$ cat src/sv/dsc_pkg.sv
`timescale 1ns / 1ps

package dsc_pkg;

   localparam int MAX_ENTRIES_DEFAULT   = 512;
   localparam int MAX_ENTRY_LEN_DEFAULT = 8;
   localparam int COUNT_BITS_DEFAULT    = 16;
   localparam int SYMBOL_BITS           = 8;
   localparam int OUT_COUNT_BITS        = 16;

   typedef enum logic [1:0] {
      REQ_DICT    = 2'd0,
      REQ_PATTERN = 2'd1,
      REQ_CLEAR   = 2'd2,
      REQ_EMPTY   = 2'd3
   } req_code_type;

   typedef enum logic [1:0] {
      ST_IDLE,
      ST_SCAN,
      ST_EMIT
   } ctrl_state_type;

   typedef struct packed {
      logic [1:0]             req_type;
      logic [SYMBOL_BITS-1:0] symbol;
      logic                   last;
   } req_payload_type;

   typedef struct packed {
      logic                      possible;
      logic [OUT_COUNT_BITS-1:0] made_count;
      logic                      table_overflow;
   } rsp_payload_type;

   typedef struct packed {
      logic accept;
      logic scan_issue;
      logic hist_update;
      logic emit;
   } ctrl_cmd_type;

   typedef struct packed {
      logic scan_end;
      logic hit;
      logic pend;
      logic pat_last;
      logic out_busy;
   } ctrl_status_type;

endpackage

$ cat src/sv/dsc_ctrl.sv
`timescale 1ns / 1ps

module dsc_ctrl (
   input  logic                     clock,
   input  logic                     reset,
   input  logic                     req_valid,
   input  logic [1:0]               req_kind,
   output logic                     req_ready,
   input  dsc_pkg::ctrl_status_type status,
   output dsc_pkg::ctrl_cmd_type    cmd
);
   import dsc_pkg::*;

   ctrl_state_type state_ff;
   ctrl_state_type state_in;

   always_ff @(posedge clock) begin
      if (reset) begin
         state_ff <= ST_IDLE;
      end else begin
         state_ff <= state_in;
      end
   end

   always_comb begin
      state_in  = state_ff;
      cmd       = '0;
      req_ready = 1'b0;
      case (state_ff)
         ST_IDLE: begin
            req_ready = 1'b1;
            if (req_valid) begin
               cmd.accept = 1'b1;
               case (req_kind)
                  REQ_PATTERN: state_in = ST_SCAN;
                  REQ_EMPTY:   state_in = ST_EMIT;
                  default:     state_in = ST_IDLE;
               endcase
            end
         end
         ST_SCAN: begin
            cmd.scan_issue = !status.scan_end && !status.hit;
            if ((status.scan_end || status.hit) && !status.pend) begin
               cmd.hist_update = 1'b1;
               state_in        = status.pat_last ? ST_EMIT : ST_IDLE;
            end
         end
         ST_EMIT: begin
            if (!status.out_busy) begin
               cmd.emit = 1'b1;
               state_in = ST_IDLE;
            end
         end
         default: begin
            state_in = ST_IDLE;
         end
      endcase
   end
endmodule

$ cat config.mk
export PLATFORM = sky130hd
export DESIGN_NAME = dsc_ctrl
export DESIGN_NICKNAME = d
export VERILOG_FILES = /design/src/sv/dsc_pkg.sv /design/src/sv/dsc_ctrl.sv
export SDC_FILE = /design/constraint.sdc
export NUM_CORES = 1
export LEC_CHECK = 0
export BUFFER_PORTS_ARGS = -buffer_cell sky130_fd_sc_hd__buf_2
export CAP_MARGIN = 25
export CORE_AREA = 2 2 39 41
export CTS_CLUSTER_DIAMETER = 200
export DETAILED_ROUTE_END_ITERATION = 8
export DIE_AREA = 0 0 41 43
export PLACE_DENSITY = 0.39
export SKIP_CTS_REPAIR_TIMING = 1
export SYNTH_ARGS = -nofsm -noshare
export SYNTH_HDL_FRONTEND = slang
export SYNTH_SLANG_ARGS = --single-unit
$ cat constraint.sdc
create_clock -name clock -period 2.05 [get_ports clock]
set_clock_uncertainty 0.1 [all_clocks]
set_input_delay 0.41 -clock clock [delete_from_list [all_inputs] [get_ports clock]]
set_output_delay 0.41 -clock clock [all_outputs]
set_load 0.02 [all_outputs]
==> flow_summary.toml <==
[power_and_ir_drop]
power.total_mw = 0.161
leakage_nw = 0.126
powerDensity_mw_per_mm2 = 626
ir_drop_mv = 0.212

[cts]
clk_pin_slew_ns = 0.03
clk-insertion-delay-late_ns = 0.22
cts_buffers = 3
clockBufferDepth = 2
cts_tree = "built"
htreeDepth = 1
cts.sinks = 2
cts_root_buffer = "clkbuf_4"

[sta]
finalCritPeriodShare = 0.766
setup_tns_ns = 0
slew_headroom = 0.876
hold_viol_final = 0
tightest_slew_ns = 0.186
drv_slew = 0
max_freq_mhz = 637
setup_viol = 0
rsz0062_at_grt = "false"
min_period_ns = 1.57
hold_slack_ns = 0.284

[setup_path]
r2r_end = "state_ff[1]"
cp.buffers_inverters = 1
slowest_delay_ns = 0.40
crit_fanout = 6
cp.required_ns = 1.54
cp_slowest_cell = "dfxtp_1"
crit_start = "state_ff[0]"
endpoint = "cmd[2]"
cp_cell_sequence = "nand2b_1 -> nor3_1 -> buf_2"
cp-end-kind = "output pin"
crit_family = "flip-flops"
start_kind = "flip-flop"
r2r_cells = 3
path_class = "reg -> out"
r2r_slack_ns = 0.98
worstSetupPathDepth = 3
critPathArrivalTime_ns = 1.06
r2r_start = "state_ff[1]"

[place]
placed_area_sq_um = 234
dp_hpwl_microns = 361
io_buffers = 14
gp_congestion = 0.484

[logic_synthesis]
synth_top_family_by_area = "simple AND/OR/NAND/NOR gates"
syn_nets = 28
muxShareOfSynthArea = 0
synth.avg_cell_area_sq_um = 7.99
synth_compound_area_frac = 0.304
ys_async_sr_fraction = 0
synth_common_cells = "3 x nor2_1, 2 x dfxtp_1, 2 x nor3_1"
synth_adder_area_share = 0
ys_top_cells_by_area = "dfxtp_1 28%, o21bai_4 13%, a32o_2 7.8%, nor2_1 7.8%, nor3_1 7.0%"
yosysUniqueCellTypes = 14
syn_inst = 18
yosysSeqAreaShare = 0.278
ys_seq_elements = 2
synth_most_common_cell = "nor2_1"
ys.flop_type = "dfxtp_1"
synth_area_leader_cell = "dfxtp_1"
syn_area_sq_um = 144
synth_xor_area_frac = 0
yosys.area_share.simple = 0.391
synth_warnings = 0
synth_top_area_share = 0.278
synth-edff-count = 0

[layout]
postLayoutCellArea_sq_um = 256
largest-register = "state_ff"
postLayoutCoreUtil = 0.185
layout.nets = 47
top_regs = "state_ff (2)"
largest_reg_flops = 2
fill_cells = 163
drive_gt1_frac = 0.571
area_delta_synth_final_pct = 78.3
diodes = 0

[die]
io_pins = 15
rows = 14
coreArea_sq_mm = 0.00138
initial_utilization = 0.104
design.die.area_sq_mm = 0.00176
die_width_microns = 41
die_height_microns = 43

[job]
cap_violations = 0

[drt]
routedWlPerCell_microns = 8.31
dr.pass1.iters = 1
drcViolationCount = 0
dr.first_iter.drc_count = 0
wl_microns = 424
ant_nets = 0
vias = 194
viasPerCell = 3.80

[global_route]
met2_usage = 0.0656
overflow = 0
use_met1 = 0.0541
grtUsageTotal = 0.0561
grt_use_met3 = 0.0314
grt_max_degree = 7
grt_pass1_vias = 155
busiest_layer = "met4"
grt_antenna_before_repair = 0
grt_pass1_wl_microns = 572

[run_status]
run_status = "complete, no violations"

[min_path]
hold_class = "in -> reg"
[routing by layer]
metal / vias up / part of all wire
met4: 0 / 0.024
met5: - / 0
met3: 2 / 0.16
met1: 81 / 0.41
li1: 99 / -
met2: 12 / 0.41
[how the worst min path moves through the flow]
stage | to | from | depth (start not counted)
finish | state_ff[0] | reset | 2
global placement | state_ff[0] | state_ff[1] | 1
floorplan | state_ff[0] | state_ff[1] | 1
CTS | state_ff[0] | reset | 2
detailed placement | state_ff[0] | state_ff[1] | 1
global route | state_ff[0] | reset | 2
[final cells by class]
cell class,instances,area (sq um),share of cell area
multi-input combinational,15,100,0.390
timing repair buffer,14,70.1,0.273
sequential,2,40.0,0.156
clock buffer,3,22.5,0.0878
tap,16,20.0,0.0780
inverter,1,3.75,0.0146
[metrics by stage]
stage                     setup WS [ns]  instances
after global routing              0.380         51
after floorplan                   0.586         18
final                             0.480         51
after detailed placement          0.605         48
after CTS                         0.460         51
after global placement            0.581         48
[cells by family (layout without fill, tap and decap cells)]
group,after synthesis,in the layout
flops,2,2
compound gates,4,4
buf+inv,1,18
simple gates,11,11
[where the power goes]
group          internal [mW]  switching [mW]
sequential            0.0410         0.00235
clock                 0.0643          0.0193
combinational         0.0164          0.0173
[worst reg2reg max path, delay by kind of cell (launching register included)]
| kind | cells | cell delay [ns] |
|---|---|---|
| AND/OR/NAND/NOR | 2 | 0.22 |
| AO/OA/AOI/OAI | 1 | 0.25 |
| flip-flops | 1 | 0.38 |
[cell usage in the layout, fill, tap and decap left out, drive strengths merged]
cell,count
o21ai,1
a32oi,1
nand2,1
inv,1
nand2b,1
o21bai,1
nor2,4
clkbuf,3
buf,14
dfxtp,2
a32o,1
and2,1
nor3,2
nand3,1
nor3b,1
Note: power is estimated with default switching activity, not from simulation.
